File: src/rtl/sha256_pkg.sv
`timescale 1ns / 1ps
`default_nettype none
// ----------------------------------------------------------------------------
// SHA-256 hasher package
// Shared types, round constants and the round and schedule helper functions.
// ----------------------------------------------------------------------------
package sha256_pkg;

	typedef struct packed {
		logic [7:0] data_byte;
		logic       byte_present;
		logic       end_of_message;
	} sha_in_t;

	typedef struct packed {
		logic [31:0] digest_word;
		logic [2:0]  word_number;
		logic        final_word;
	} sha_out_t;

	localparam int BlockWords = 16;
	localparam int HashWords  = 8;
	localparam int Rounds     = 64;
	localparam logic [5:0] LenPos = 6'd56;
	localparam logic [31:0] PadMarker = 32'h80;

	localparam logic [31:0] IV [HashWords] = '{
		32'h6a09e667, 32'hbb67ae85, 32'h3c6ef372, 32'ha54ff53a,
		32'h510e527f, 32'h9b05688c, 32'h1f83d9ab, 32'h5be0cd19
	};

	localparam logic [31:0] RC [Rounds] = '{
		32'h428a2f98, 32'h71374491, 32'hb5c0fbcf, 32'he9b5dba5,
		32'h3956c25b, 32'h59f111f1, 32'h923f82a4, 32'hab1c5ed5,
		32'hd807aa98, 32'h12835b01, 32'h243185be, 32'h550c7dc3,
		32'h72be5d74, 32'h80deb1fe, 32'h9bdc06a7, 32'hc19bf174,
		32'he49b69c1, 32'hefbe4786, 32'h0fc19dc6, 32'h240ca1cc,
		32'h2de92c6f, 32'h4a7484aa, 32'h5cb0a9dc, 32'h76f988da,
		32'h983e5152, 32'ha831c66d, 32'hb00327c8, 32'hbf597fc7,
		32'hc6e00bf3, 32'hd5a79147, 32'h06ca6351, 32'h14292967,
		32'h27b70a85, 32'h2e1b2138, 32'h4d2c6dfc, 32'h53380d13,
		32'h650a7354, 32'h766a0abb, 32'h81c2c92e, 32'h92722c85,
		32'ha2bfe8a1, 32'ha81a664b, 32'hc24b8b70, 32'hc76c51a3,
		32'hd192e819, 32'hd6990624, 32'hf40e3585, 32'h106aa070,
		32'h19a4c116, 32'h1e376c08, 32'h2748774c, 32'h34b0bcb5,
		32'h391c0cb3, 32'h4ed8aa4a, 32'h5b9cca4f, 32'h682e6ff3,
		32'h748f82ee, 32'h78a5636f, 32'h84c87814, 32'h8cc70208,
		32'h90befffa, 32'ha4506ceb, 32'hbef9a3f7, 32'hc67178f2
	};

	function automatic logic [31:0] rotr(input logic [31:0] v, input int n);
		return (v >> n) | (v << (32 - n));
	endfunction

	function automatic logic [31:0] ssig0(input logic [31:0] v);
		return rotr(v, 7) ^ rotr(v, 18) ^ (v >> 3);
	endfunction

	function automatic logic [31:0] ssig1(input logic [31:0] v);
		return rotr(v, 17) ^ rotr(v, 19) ^ (v >> 10);
	endfunction

	function automatic logic [31:0] bsig0(input logic [31:0] v);
		return rotr(v, 2) ^ rotr(v, 13) ^ rotr(v, 22);
	endfunction

	function automatic logic [31:0] bsig1(input logic [31:0] v);
		return rotr(v, 6) ^ rotr(v, 11) ^ rotr(v, 25);
	endfunction

endpackage
`default_nettype wire

File: src/rtl/sha256_ram.sv
`timescale 1ns / 1ps
`default_nettype none
// ----------------------------------------------------------------------------
// Generic RAM
// One write port and one read port with registered read data.
// ----------------------------------------------------------------------------
module sha256_ram #(
	parameter int Width = 32,
	parameter int Depth = 16
) (
	input  wire logic                     clk,
	input  wire logic                     we,
	input  wire logic [$clog2(Depth)-1:0] waddr,
	input  wire logic [Width-1:0]         wdata,
	input  wire logic [$clog2(Depth)-1:0] raddr,
	output logic      [Width-1:0]         rdata
);

	logic [Width-1:0] mem_q [Depth];

	always_ff @(posedge clk) begin
		if (we) begin
			mem_q[waddr] <= wdata;
		end
		rdata <= mem_q[raddr];
	end

endmodule
`default_nettype wire

File: src/rtl/sha256_message_hasher_top.sv
`timescale 1ns / 1ps
`default_nettype none
// ----------------------------------------------------------------------------
// SHA-256 message hasher
// Byte-serial SHA-256 with padding and an eight-word digest output.
// ----------------------------------------------------------------------------
// Each item takes one message byte, an end mark, or both. A byte is written
// into the block memory as it is taken, so bytes are taken back to back until
// the 64th byte of a block. That byte starts a compression with the input
// held off: the block is copied into a 16-word schedule memory, 64 rounds
// run at one per cycle while the schedule is read and rewritten, and an add
// step adds the working words into the hash. The end of a message adds
// padding (up to 16 writes), the two length words (after a 14-word clear
// when a second block is needed), one or two compressions and eight output
// items; the input is stalled until the last digest word has been taken.
module sha256_message_hasher_top (
	input  wire logic                 clk,
	input  wire logic                 arst_n,
	input  wire logic                 in_valid,
	output logic                      in_ready,
	input  wire sha256_pkg::sha_in_t  in_data,
	output logic                      out_valid,
	input  wire logic                 out_ready,
	output sha256_pkg::sha_out_t      out_data
);
	import sha256_pkg::*;

	typedef enum logic [3:0] {
		ST_IDLE, ST_PAD, ST_LOAD, ST_ROUND, ST_ADD, ST_CLEAR, ST_LEN, ST_OUT
	} state_t;

	state_t      state_q;
	logic [31:0] hash_q [HashWords];
	logic [31:0] wk_q [HashWords];
	logic [63:0] bit_count_q;
	logic [5:0]  fill_q;
	logic [31:0] partial_q;
	logic [6:0]  cnt_q;
	logic        second_q;
	logic        final_q;
	logic        two_q;

	logic        blk_we;
	logic [3:0]  blk_waddr;
	logic [31:0] blk_wdata;
	logic [3:0]  blk_raddr;
	logic [31:0] blk_rdata;

	logic        w_we;
	logic [3:0]  w_waddr;
	logic [31:0] w_wdata;
	logic [3:0]  w_raddr0, w_raddr1, w_raddr2, w_raddr3;
	logic [31:0] w_rd0, w_rd1, w_rd2, w_rd3;

	sha256_ram #(.Width(32), .Depth(BlockWords)) u_blk (
		.clk(clk), .we(blk_we), .waddr(blk_waddr), .wdata(blk_wdata),
		.raddr(blk_raddr), .rdata(blk_rdata)
	);

	// Four copies of the schedule memory give the four reads of a round.
	sha256_ram #(.Width(32), .Depth(BlockWords)) u_w0 (
		.clk(clk), .we(w_we), .waddr(w_waddr), .wdata(w_wdata),
		.raddr(w_raddr0), .rdata(w_rd0)
	);
	sha256_ram #(.Width(32), .Depth(BlockWords)) u_w1 (
		.clk(clk), .we(w_we), .waddr(w_waddr), .wdata(w_wdata),
		.raddr(w_raddr1), .rdata(w_rd1)
	);
	sha256_ram #(.Width(32), .Depth(BlockWords)) u_w2 (
		.clk(clk), .we(w_we), .waddr(w_waddr), .wdata(w_wdata),
		.raddr(w_raddr2), .rdata(w_rd2)
	);
	sha256_ram #(.Width(32), .Depth(BlockWords)) u_w3 (
		.clk(clk), .we(w_we), .waddr(w_waddr), .wdata(w_wdata),
		.raddr(w_raddr3), .rdata(w_rd3)
	);

	logic        in_fire, out_fire;
	logic [1:0]  lane;
	logic [31:0] byte_word;
	logic [31:0] pad_word;
	logic [5:0]  rnd;
	logic [31:0] sched_w, t1, t2;
	logic [3:0]  lcnt;
	logic [5:0]  rnd_next;
	logic [31:0] wk_rd;

	assign in_fire  = in_valid && in_ready;
	assign out_fire = out_valid && out_ready;
	assign in_ready = (state_q == ST_IDLE);
	assign lane     = fill_q[1:0];
	assign rnd      = cnt_q[5:0];
	assign lcnt     = cnt_q[3:0];
	assign rnd_next = rnd + 6'd1;

	always_comb begin
		case (lane)
			2'd0:    byte_word = {in_data.data_byte, 24'd0};
			2'd1:    byte_word = {partial_q[31:24], in_data.data_byte, 16'd0};
			2'd2:    byte_word = {partial_q[31:16], in_data.data_byte, 8'd0};
			default: byte_word = {partial_q[31:8], in_data.data_byte};
		endcase
		case (lane)
			2'd0:    pad_word = PadMarker << 24;
			2'd1:    pad_word = {partial_q[31:24], 24'd0} | (PadMarker << 16);
			2'd2:    pad_word = {partial_q[31:16], 16'd0} | (PadMarker << 8);
			default: pad_word = {partial_q[31:8], 8'd0} | PadMarker;
		endcase
	end

	// Each round sets the schedule read addresses of the next round, as read data is registered.
	assign sched_w = (rnd < 6'd16) ? w_rd0
		: (w_rd0 + ssig0(w_rd1) + w_rd2 + ssig1(w_rd3));
	assign wk_rd = sched_w;
	assign t1 = wk_q[7] + bsig1(wk_q[4]) + ((wk_q[4] & wk_q[5]) ^ (~wk_q[4] & wk_q[6]))
		+ RC[rnd] + wk_rd;
	assign t2 = bsig0(wk_q[0])
		+ ((wk_q[0] & wk_q[1]) ^ (wk_q[0] & wk_q[2]) ^ (wk_q[1] & wk_q[2]));

	always_comb begin
		blk_we    = 1'b0;
		blk_waddr = fill_q[5:2];
		blk_wdata = byte_word;
		blk_raddr = lcnt;
		w_we      = 1'b0;
		w_waddr   = lcnt;
		w_wdata   = blk_rdata;
		w_raddr0  = 4'd0;
		w_raddr1  = 4'd1;
		w_raddr2  = 4'd9;
		w_raddr3  = 4'd14;
		case (state_q)
			ST_IDLE: begin
				blk_we = in_fire && in_data.byte_present;
			end
			ST_PAD: begin
				blk_we    = 1'b1;
				blk_waddr = cnt_q[3:0];
				blk_wdata = (cnt_q[3:0] == fill_q[5:2]) ? pad_word : 32'd0;
			end
			ST_CLEAR: begin
				blk_we    = 1'b1;
				blk_waddr = lcnt;
				blk_wdata = 32'd0;
			end
			ST_LEN: begin
				blk_we    = 1'b1;
				blk_waddr = lcnt;
				blk_wdata = (lcnt == 4'd14) ? bit_count_q[63:32] : bit_count_q[31:0];
			end
			ST_LOAD: begin
				// Copy block into schedule memory; read data is registered, so each word is written to the previous read address.
				blk_raddr = lcnt;
				w_we      = (cnt_q != 7'd0);
				w_waddr   = lcnt - 4'd1;
			end
			ST_ROUND: begin
				w_we      = 1'b1;
				w_waddr   = rnd[3:0];
				w_wdata   = sched_w;
				w_raddr0  = rnd_next[3:0];
				w_raddr1  = rnd_next[3:0] + 4'd1;
				w_raddr2  = rnd_next[3:0] + 4'd9;
				w_raddr3  = rnd_next[3:0] + 4'd14;
			end
			default: begin
			end
		endcase
	end

	always_ff @(posedge clk or negedge arst_n) begin
		if (!arst_n) begin
			state_q     <= ST_IDLE;
			bit_count_q <= '0;
			fill_q      <= '0;
			cnt_q       <= '0;
			second_q    <= 1'b0;
			final_q     <= 1'b0;
			two_q       <= 1'b0;
			out_valid   <= 1'b0;
			for (int i = 0; i < HashWords; i++) begin
				hash_q[i] <= IV[i];
			end
		end else begin
			case (state_q)
				ST_IDLE: begin
					if (in_fire) begin
						if (in_data.byte_present) begin
							partial_q   <= byte_word;
							bit_count_q <= bit_count_q + 64'd8;
							fill_q      <= fill_q + 6'd1;
						end
						if (in_data.byte_present && fill_q == 6'd63) begin
							state_q  <= ST_LOAD;
							cnt_q    <= '0;
							final_q  <= 1'b0;
							second_q <= 1'b0;
							two_q    <= in_data.end_of_message;
						end else if (in_data.end_of_message) begin
							state_q <= ST_PAD;
							cnt_q   <= {3'd0, fill_q[5:2] + (in_data.byte_present && lane == 2'd3
								? 4'd1 : 4'd0)};
						end
					end
				end
				ST_PAD: begin
					if (cnt_q[3:0] == 4'd15) begin
						state_q  <= (fill_q >= LenPos) ? ST_LOAD : ST_LEN;
						second_q <= (fill_q >= LenPos);
						final_q  <= (fill_q < LenPos);
						cnt_q    <= (fill_q >= LenPos) ? 7'd0 : 7'd14;
					end else begin
						cnt_q <= cnt_q + 7'd1;
					end
				end
				ST_CLEAR: begin
					if (lcnt == 4'd13) begin
						state_q <= ST_LEN;
					end
					cnt_q <= cnt_q + 7'd1;
				end
				ST_LEN: begin
					if (lcnt == 4'd15) begin
						state_q <= ST_LOAD;
						final_q <= 1'b1;
						cnt_q   <= '0;
					end else begin
						cnt_q <= cnt_q + 7'd1;
					end
				end
				ST_LOAD: begin
					if (cnt_q == 7'd16) begin
						state_q <= ST_ROUND;
						cnt_q   <= '0;
						for (int i = 0; i < HashWords; i++) begin
							wk_q[i] <= hash_q[i];
						end
					end else begin
						cnt_q <= cnt_q + 7'd1;
					end
				end
				ST_ROUND: begin
					wk_q[7] <= wk_q[6];
					wk_q[6] <= wk_q[5];
					wk_q[5] <= wk_q[4];
					wk_q[4] <= wk_q[3] + t1;
					wk_q[3] <= wk_q[2];
					wk_q[2] <= wk_q[1];
					wk_q[1] <= wk_q[0];
					wk_q[0] <= t1 + t2;
					if (rnd == 6'd63) begin
						state_q <= ST_ADD;
					end
					cnt_q <= cnt_q + 7'd1;
				end
				ST_ADD: begin
					for (int i = 0; i < HashWords; i++) begin
						hash_q[i] <= hash_q[i] + wk_q[i];
					end
					cnt_q <= '0;
					if (final_q) begin
						state_q   <= ST_OUT;
						out_valid <= 1'b1;
					end else if (second_q) begin
						state_q  <= ST_CLEAR;
						second_q <= 1'b0;
					end else if (two_q) begin
						two_q   <= 1'b0;
						state_q <= ST_PAD;
					end else begin
						state_q <= ST_IDLE;
					end
				end
				ST_OUT: begin
					if (out_fire) begin
						if (cnt_q[2:0] == 3'd7) begin
							state_q     <= ST_IDLE;
							out_valid   <= 1'b0;
							bit_count_q <= '0;
							fill_q      <= '0;
							final_q     <= 1'b0;
							for (int i = 0; i < HashWords; i++) begin
								hash_q[i] <= IV[i];
							end
						end
						cnt_q <= cnt_q + 7'd1;
					end
				end
				default: begin
					state_q <= ST_IDLE;
				end
			endcase
		end
	end

	assign out_data.digest_word = hash_q[cnt_q[2:0]];
	assign out_data.word_number = cnt_q[2:0];
	assign out_data.final_word  = (cnt_q[2:0] == 3'd7);

	a_out_only_in_out: assert property (@(posedge clk) disable iff (!arst_n)
		out_valid |-> state_q == ST_OUT)
		else $error("digest item shown outside output phase");
	a_no_in_while_busy: assert property (@(posedge clk) disable iff (!arst_n)
		in_ready |-> !out_valid)
		else $error("input taken while digest pending");
	a_round_bound: assert property (@(posedge clk) disable iff (!arst_n)
		state_q == ST_ROUND && rnd == 6'd63 |=> state_q == ST_ADD)
		else $error("compression did not end after 64 rounds");
	a_last_word_idle: assert property (@(posedge clk) disable iff (!arst_n)
		out_fire && out_data.final_word |=> state_q == ST_IDLE)
		else $error("block not idle after last digest word");

endmodule
`default_nettype wire
File: config.mk
export PLATFORM = sky130hd
export DESIGN_NAME = sha256_message_hasher_top
export DESIGN_NICKNAME = d
export VERILOG_FILES = /design/src/rtl/sha256_pkg.sv /design/src/rtl/sha256_ram.sv /design/src/rtl/sha256_message_hasher_top.sv
export SDC_FILE = /design/constraint.sdc
export NUM_CORES = 2
export LEC_CHECK = 0
export CAP_MARGIN = 40
export CORE_ASPECT_RATIO = 0.6
export CORE_MARGIN = 2
export CORE_UTILIZATION = 30
export DETAILED_ROUTE_END_ITERATION = 10
export DONT_BUFFER_PORTS = 1
export GPL_TIMING_DRIVEN = 1
export HOLD_SLACK_MARGIN = 0.12
export PLACE_DENSITY = 0.43
export SYNTH_ARGS = -nofsm -noshare
export SYNTH_HDL_FRONTEND = slang
export SYNTH_HIERARCHICAL = 1
export SYNTH_SLANG_ARGS = --single-unit
File: constraint.sdc
create_clock -name clk -period 10.6 [get_ports clk]
set_input_delay 2.12 -clock clk [delete_from_list [all_inputs] [get_ports clk]]
set_output_delay 2.12 -clock clk [all_outputs]
set_load 0.005 [all_outputs]
Word level (Yosys, flattened, before mapping)
Memory sizes are Yosys's and may differ from the RTL's. A register that Yosys moved wholly into a read port is not among the register bits.
Cells that the tools add are included.
{"block": "classes", "div": 0, "muxes": 92, "eq_ne": 32, "add_sub_neg": 27, "n_shift": 0, "n_mul": 0, "reduce_logical": 27, "n_lt_le_gt_ge": 5, "bitwise": 37}
{"cell": "$add A32 B32 Y32", "n": 18}
{"cell": "$mux W256", "n": 2}
{"cell": "$mux W32", "n": 16}
{"cell": "$pmux W256 S2", "n": 1}
{"cell": "$pmux W32 S3", "n": 3}
{"cell": "$xor A32 B32 Y32", "n": 9}
{"cell": "$mux W64", "n": 4}
{"cell": "$and A32 B32 Y32", "n": 5}
{"cell": "$pmux W64 S2", "n": 1}
{"cell": "$bmux W32 S3", "n": 1}
{"cell": "$mux W4", "n": 17}
{"cell": "$add A64 B4 Y64 const B", "n": 1}
{"cell": "$mux W7", "n": 7}
{"cell": "$pmux W7 S7", "n": 1}
{"cell": "$not A32 Y32", "n": 1}
{"cell": "$or A10 B32 Y32", "n": 1}
{"cell": "$or A13 B32 Y32", "n": 1}
{"cell": "$or A14 B32 Y32", "n": 1}
{"cell": "$or A15 B32 Y32", "n": 1}
{"cell": "$or A19 B32 Y32", "n": 1}
{"cell": "$or A21 B32 Y32", "n": 1}
{"cell": "$or A25 B32 Y32", "n": 1}
{"cell": "$or A26 B32 Y32", "n": 1}
{"cell": "$or A30 B32 Y32", "n": 1}
{"cell": "other kinds (52)", "n": 124}
{"block": "totals", "latch_bits": 0, "memories": 7, "ff_bits": 373, "inputBits": 14, "ram_bits": 2816, "romBits": 2048, "out_inout_bits": 38}
{"name": "(name not given)", "words": 64, "word_bits": 32, "read_ports": 1, "rd_clocked_by_memory_dff": 0, "write_ports": 0, "line_no": "sha256_message_hasher_top.sv:116", "text": "+ RC[rnd] + wk_rd;"}
{"name": "u_blk.mem_q", "words": 16, "word_bits": 32, "read_ports": 1, "rd_clocked_by_memory_dff": 1, "write_ports": 1, "line_no": "sha256_ram.sv:19", "text": "logic [Width-1:0] mem_q [Depth];"}
{"name": "u_w0.mem_q", "words": 16, "word_bits": 32, "read_ports": 1, "rd_clocked_by_memory_dff": 1, "write_ports": 1, "line_no": "sha256_ram.sv:19"}
{"name": "u_w1.mem_q", "words": 16, "word_bits": 32, "read_ports": 1, "rd_clocked_by_memory_dff": 1, "write_ports": 1, "line_no": "sha256_ram.sv:19"}
{"name": "u_w2.mem_q", "words": 16, "word_bits": 32, "read_ports": 1, "rd_clocked_by_memory_dff": 1, "write_ports": 1, "line_no": "sha256_ram.sv:19"}
{"name": "u_w3.mem_q", "words": 16, "word_bits": 32, "read_ports": 1, "rd_clocked_by_memory_dff": 1, "write_ports": 1, "line_no": "sha256_ram.sv:19"}
{"name": "1 more memories"}

Logic depth before layout (Yosys ltp)
{"block": "logic_depth", "word_depth": 10, "ltp_mapped": 47, "mapped_depth_nobuf": 47}

Cells and area by module
Netlist, hierarchy kept.
{"module": "sha256_ram at u_blk ...", "cells_each": 838, "area_per_inst_um2": 19835.3, "n_inst": 3}
{"module": "sha256_message_hasher_top", "cells_each": 6099, "area_per_inst_um2": 56306.5, "n_inst": 1}
{"module": "sha256_ram at u_w2 ...", "cells_each": 838, "area_per_inst_um2": 19854.0, "n_inst": 2}

Worst setup path before layout
No wires, ideal clock.
{"block": "synth_timing", "path_kind": "register -> register", "from": "register u_w1.rdata[19] (read register of u_w1.mem_q)", "to": "memory wk_q[0][31], data pin", "setup_ns": 0.264, "required_time_ns": 10.336, "path_stages_with_launch": 44, "slack_ns": 0.759, "n_path_buf": 0, "arrival_ns": 9.577, "period_less_slack_ns": 9.841, "path_cell_list": "dfxtp_1 > xor2_1 > xnor2_1 > fa_1 > inv_1 > fa_1 > ha_1 > fa_1 > a211oi_1 > o21ai_1 > a41o_1 > a21oi_1 > nor2b_1 > o21ai_0 > nand2b_1 > a21oi_1 > xor2_1 > mux2i_1 > (+8 left out) > a2111oi_0 > a31oi_1 > or2_2 > xor2_1 > fa_1 > ha_1 > nor2_1 > nor2b_1 > o21ai_0 > o21bai_1 > a221oi_1 > o21ai_0 > a31oi_1 > o21ai_0 > a21oi_1 > xnor2_1 > xnor2_1 > o21ai_1"}
{"element": "start, declared", "line_no": "sha256_ram.sv:16", "text": "output logic [Width-1:0] rdata"}
{"element": "end, declared", "line_no": "sha256_message_hasher_top.sv:34", "text": "logic [31:0] wk_q [HashWords];"}

==> implementation parameters <==
Parameter                              Value

STA
  Largest clock skew in the final design ... 142.4 ps
  Worst max-slew margin expressed relative to the limit ... 0.02829
  Final hold violations ... 0
  Post-route clock period utilization ... 0.9701
  Highest Clock Rate ... 0.09725 GHz
  Final Worst Setup Slack ... 317.3 ps
  Unrepaired setup endpoints after global routing ... yes
  Slew at the pin closest to its max-slew limit ... 1458 ps
  Final setup violation count ... 0
  Final min period ... slightly above 10000 ps
  Number of max-slew violations in the final report ... 0

Layout
  Nets ... 11504
  Final design instance area without fill ... 181700 um2
  Layout filler cell count ... 49243
  Fraction of layout cells with a size suffix above 1 ... 0.2378
  Non-filler cells, final ... 18104
  Synth-to-layout area growth ... 16.84%

Synth
  Cell types occupying the most area after synthesis ... sky130_fd_sc_hd__edfxtp_1 55%, sky130_fd_sc_hd__mux4_2 10%, sky130_fd_sc_hd__ha_1 3.3%
  Number of nets in the synthesized netlist ... 10913
  Synthesized-area fraction occupied by adder cells ... 0.06040
  Cell area after synthesis ... 155500 um2
  Proportion of synthesized area in mux cells ... 0.1239
  Avg Cell Area, Syn ... between 15 and 20 um2
  Top flip-flop cell by instance count after synthesis ... sky130_fd_sc_hd__edfxtp_1
  Proportion of synthesized flip-flops having asynchronous set or reset ... 0.1010
  Number of warnings issued by yosys ... 6
  Number of synthesized register bits ... approximately 3300
  Post-synthesis cell count ... 10289
  Synthesized-area fraction occupied by and/or/nand/nor cells ... 0.05163
  Library cell with the highest instance count after synthesis ... sky130_fd_sc_hd__edfxtp_1
  Number of enable flip-flop cells after synthesis ... around 2800
  Fraction of the mapped netlist area in compound gates ... 0.08065
  Sequential element share of the synthesized area ... 0.6243
  Number of unique standard cell types used by synthesis ... 91
  Cell taking the most area after synthesis ... sky130_fd_sc_hd__edfxtp_1
  Portion of synthesized cell area occupied by the leading cell type ... 0.5484
  Main combinational cell family by area after synthesis ... multiplexers
  Top cells by instance count after synthesis ... 2840 x sky130_fd_sc_hd__edfxtp_1, 760 x sky130_fd_sc_hd__nand2_1, 710 x sky130_fd_sc_hd__mux4_2, 504 x sky130_fd_sc_hd__a21oi_1, 504 x sky130_fd_sc_hd__nor2_1
  Fraction of synthesized cell area in xor and xnor cells ... 0.03540

Clocking
  Clock edge transition at the registers on the reported setup and hold paths ... 70 ps
  Total clock buffers created by CTS ... 339
  Max Buffers Root-to-Sink ... 4
  TritonCTS clock tree ... done
  Max H-tree Level ... 5
  Sinks on Clock Net ... about 3300
  Worst skew pair latency ... 1060 ps
  Root buffer cell ... sky130_fd_sc_hd__clkbuf_16

Place
  Post-DP HPWL ... 375400 um
  RePlAce Congestion ... 0.9253
  Post-placement worst setup slack ... -646.4 ps
  Placed Instance Area ... 169100 um2
  DP Cell Count ... 17416
  Count of port buffers added during placement ... 0

Die
  Effective utilization at floorplan ... 0.3016
  Rows ... between 200 and 250
  I/O pin count ... 52
  Overall die area ... 524400 um2
  Placeable core region ... between 500000 and 600000 um2
  Die height ... 561.7 um
  Die boundary width ... 933.5 um

Global routing
  Total routing usage reported by global routing ... 0.2061
  Overflow left after global routing ... 0
  Via count of the first global-routing pass ... 93513
  Number of antenna violations at the first check in global routing ... 60
  Pin count of the biggest net entering global routing ... between 300 and 400
  Global-route wire length before repair ... 766100 um

Job
  Number of max-cap violations ... 0

Detailed routing
  Vias ... about 96000
  Routed Wire Length ... between 500000 and 600000 um
  Starting DRC count in detailed routing ... 11227
  Detailed-routing iteration count for the pre-antenna-repair pass ... 6
  DRT antenna net count ... 0
  Residual DRC ... 0
  WL/cell ... 30.68 um
  Number of vias per cell ... 5.281

Power
  Power density over cell area ... ~150 nW/um2
  Overall Power ... 26.56 mW
  Worst IR Drop VDD ... between 0.1 and 0.15 mV
  Pleak ... roughly 63 nW

Setup path
  Depth of the worst register-to-register path ... 44
  Classification of the worst setup path ... flop to flop
  Critical path's slowest cell ... sky130_fd_sc_hd__nor4_1
  Element type at the critical path start ... flop
  Delay-heaviest family, CP ... adder cells
  Data required, critical path ... about 11000 ps
  Arrival time at the worst endpoint ... between 10000 and 15000 ps
  Crit path max fanout ... 4
  Buf/Inv on CP ... 8
  Number of gates on the worst path with buffers counted ... 44
  Crit-path max cell delay ... between 700 and 800 ps
  Cell repeated most along the worst path ... sky130_fd_sc_hd__fa_1
  Worst setup EP type ... flop

Min path
  WHS Path Cells ... 1
  Worst min-delay path category ... flop to flop

Outcome
  Run status ... completed
==> area by class of cell <==
cell class | instances | area, um2 | share of cell area
sequential | 3337 | 97110 | 0.5344
tap | 6901 | 8635 | 0.04752
timing repair buffer | 759 | 6524 | 0.03590
antenna | 30 | 75.07 | 0.0004131
clock inverter | 187 | 2137 | 0.01176
inverter | 399 | 1508 | 0.008297
multi-input combinational | 6044 | 56480 | 0.3108
clock buffer | 447 | 9251 | 0.05091
==> routing by layer <==
layer  global-route usage  vias up  routed length (um)
met3              0.05282      484               49870
met2               0.2814     3478              222700
met4              0.03013       10                7624
met5                    0        -                  61
li1                     -    40783                   -
met1               0.3305    50857              275100
==> layout by cell type (no fill, tap or decap), types with 47 or more instances in the layout <==
cell type                   count
sky130_fd_sc_hd__edfxtp_1    2840
sky130_fd_sc_hd__nand2_1      747
sky130_fd_sc_hd__mux4_2       710
sky130_fd_sc_hd__buf_4        686
sky130_fd_sc_hd__a21oi_1      479
sky130_fd_sc_hd__nor2_1       430
sky130_fd_sc_hd__o21ai_0      425
sky130_fd_sc_hd__ha_1         400
sky130_fd_sc_hd__inv_1        388
sky130_fd_sc_hd__xnor2_1      387
sky130_fd_sc_hd__clkbuf_16    341
sky130_fd_sc_hd__a22oi_1      334
sky130_fd_sc_hd__mux2_2       257
sky130_fd_sc_hd__xor2_1       221
sky130_fd_sc_hd__dfrtp_1      196
sky130_fd_sc_hd__fa_1         192
sky130_fd_sc_hd__a21o_1       175
sky130_fd_sc_hd__dfxtp_1      156
sky130_fd_sc_hd__dfstp_2      136
sky130_fd_sc_hd__nand3_1      112
sky130_fd_sc_hd__nor3_1        75
sky130_fd_sc_hd__clkbuf_1      74
sky130_fd_sc_hd__nand2b_1      70
sky130_fd_sc_hd__nor2_4        66
sky130_fd_sc_hd__clkinv_1      60
sky130_fd_sc_hd__clkinv_2      59
sky130_fd_sc_hd__o21a_1        58
sky130_fd_sc_hd__or3_1         47
sky130_fd_sc_hd__and3_1        47
==> per-stage QoR <==
stage / setup TNS (ps) / utilization / hold slack (ps)
final: 0 / 0.3524 / 519.3
after detailed placement: -3593 / 0.3280 / 500.4
after CTS: 0 / 0.3504 / 514.9
after global placement: -6976 / 0.3266 / 483.3
after floorplan: 0 / - / 466.7
after global routing: -75.56 / 0.3523 / 526.7
==> final timing paths <==
| path | slack, ps | endpoint | startpoint |
|---|---|---|---|
| worst max register to register | 320 | wk_q[0][30] | u_w1/rdata[9] |
| max in group asynchronous | 8490 | cnt_q[2] | arst_n |
| min in group asynchronous | 800 | hash_q[228] | arst_n |
| worst max-delay path | 320 | wk_q[0][30] | u_w1/rdata[9] |
| worst min-delay path | 520 | two_q | two_q |
| worst min register to register | 520 | two_q | two_q |
==> kinds of logic after synthesis <==
kind of cell             Yosys count
flip-flops                      3337
AO/OA/AOI/OAI                   1957
AND/OR/NAND/NOR                 1816
multiplexers                    1005
buffers and inverters            908
adder cells (fa/ha/maj)          639
XOR/XNOR                         627
==> flip-flops by register name (all words and copies together) (netlist names), 3 cells and up <==
signal,count
u_blk/rdata,32
fill_q,6
u_w3/mem_q,512
cnt_q,7
partial_q,24
state_q,3
u_w0/mem_q,512
hash_q,256
u_w2/mem_q,512
u_w1/mem_q,512
u_w1/rdata,32
u_w0/rdata,32
bit_count_q,61
wk_q,256
u_w3/rdata,32
u_blk/mem_q,512
u_w2/rdata,32
==> what timing repair did <==
item	in CTS	in global routing
endpoints found under the setup margin	11	15
buffers inserted	8	6
hold buffers	0	0
gates resized for setup	26	120
pin swaps	10	85
==> power breakdown <==
group	total, mW	internal [mW]	switching [mW]
Combinational	0.0111	0.00270	0.00834
Sequential	14.1	14.1	0
Clock	12.5	6.92	5.57
Total	26.6	21.0	5.58
Note: power is estimated with default switching activity, not from simulation.
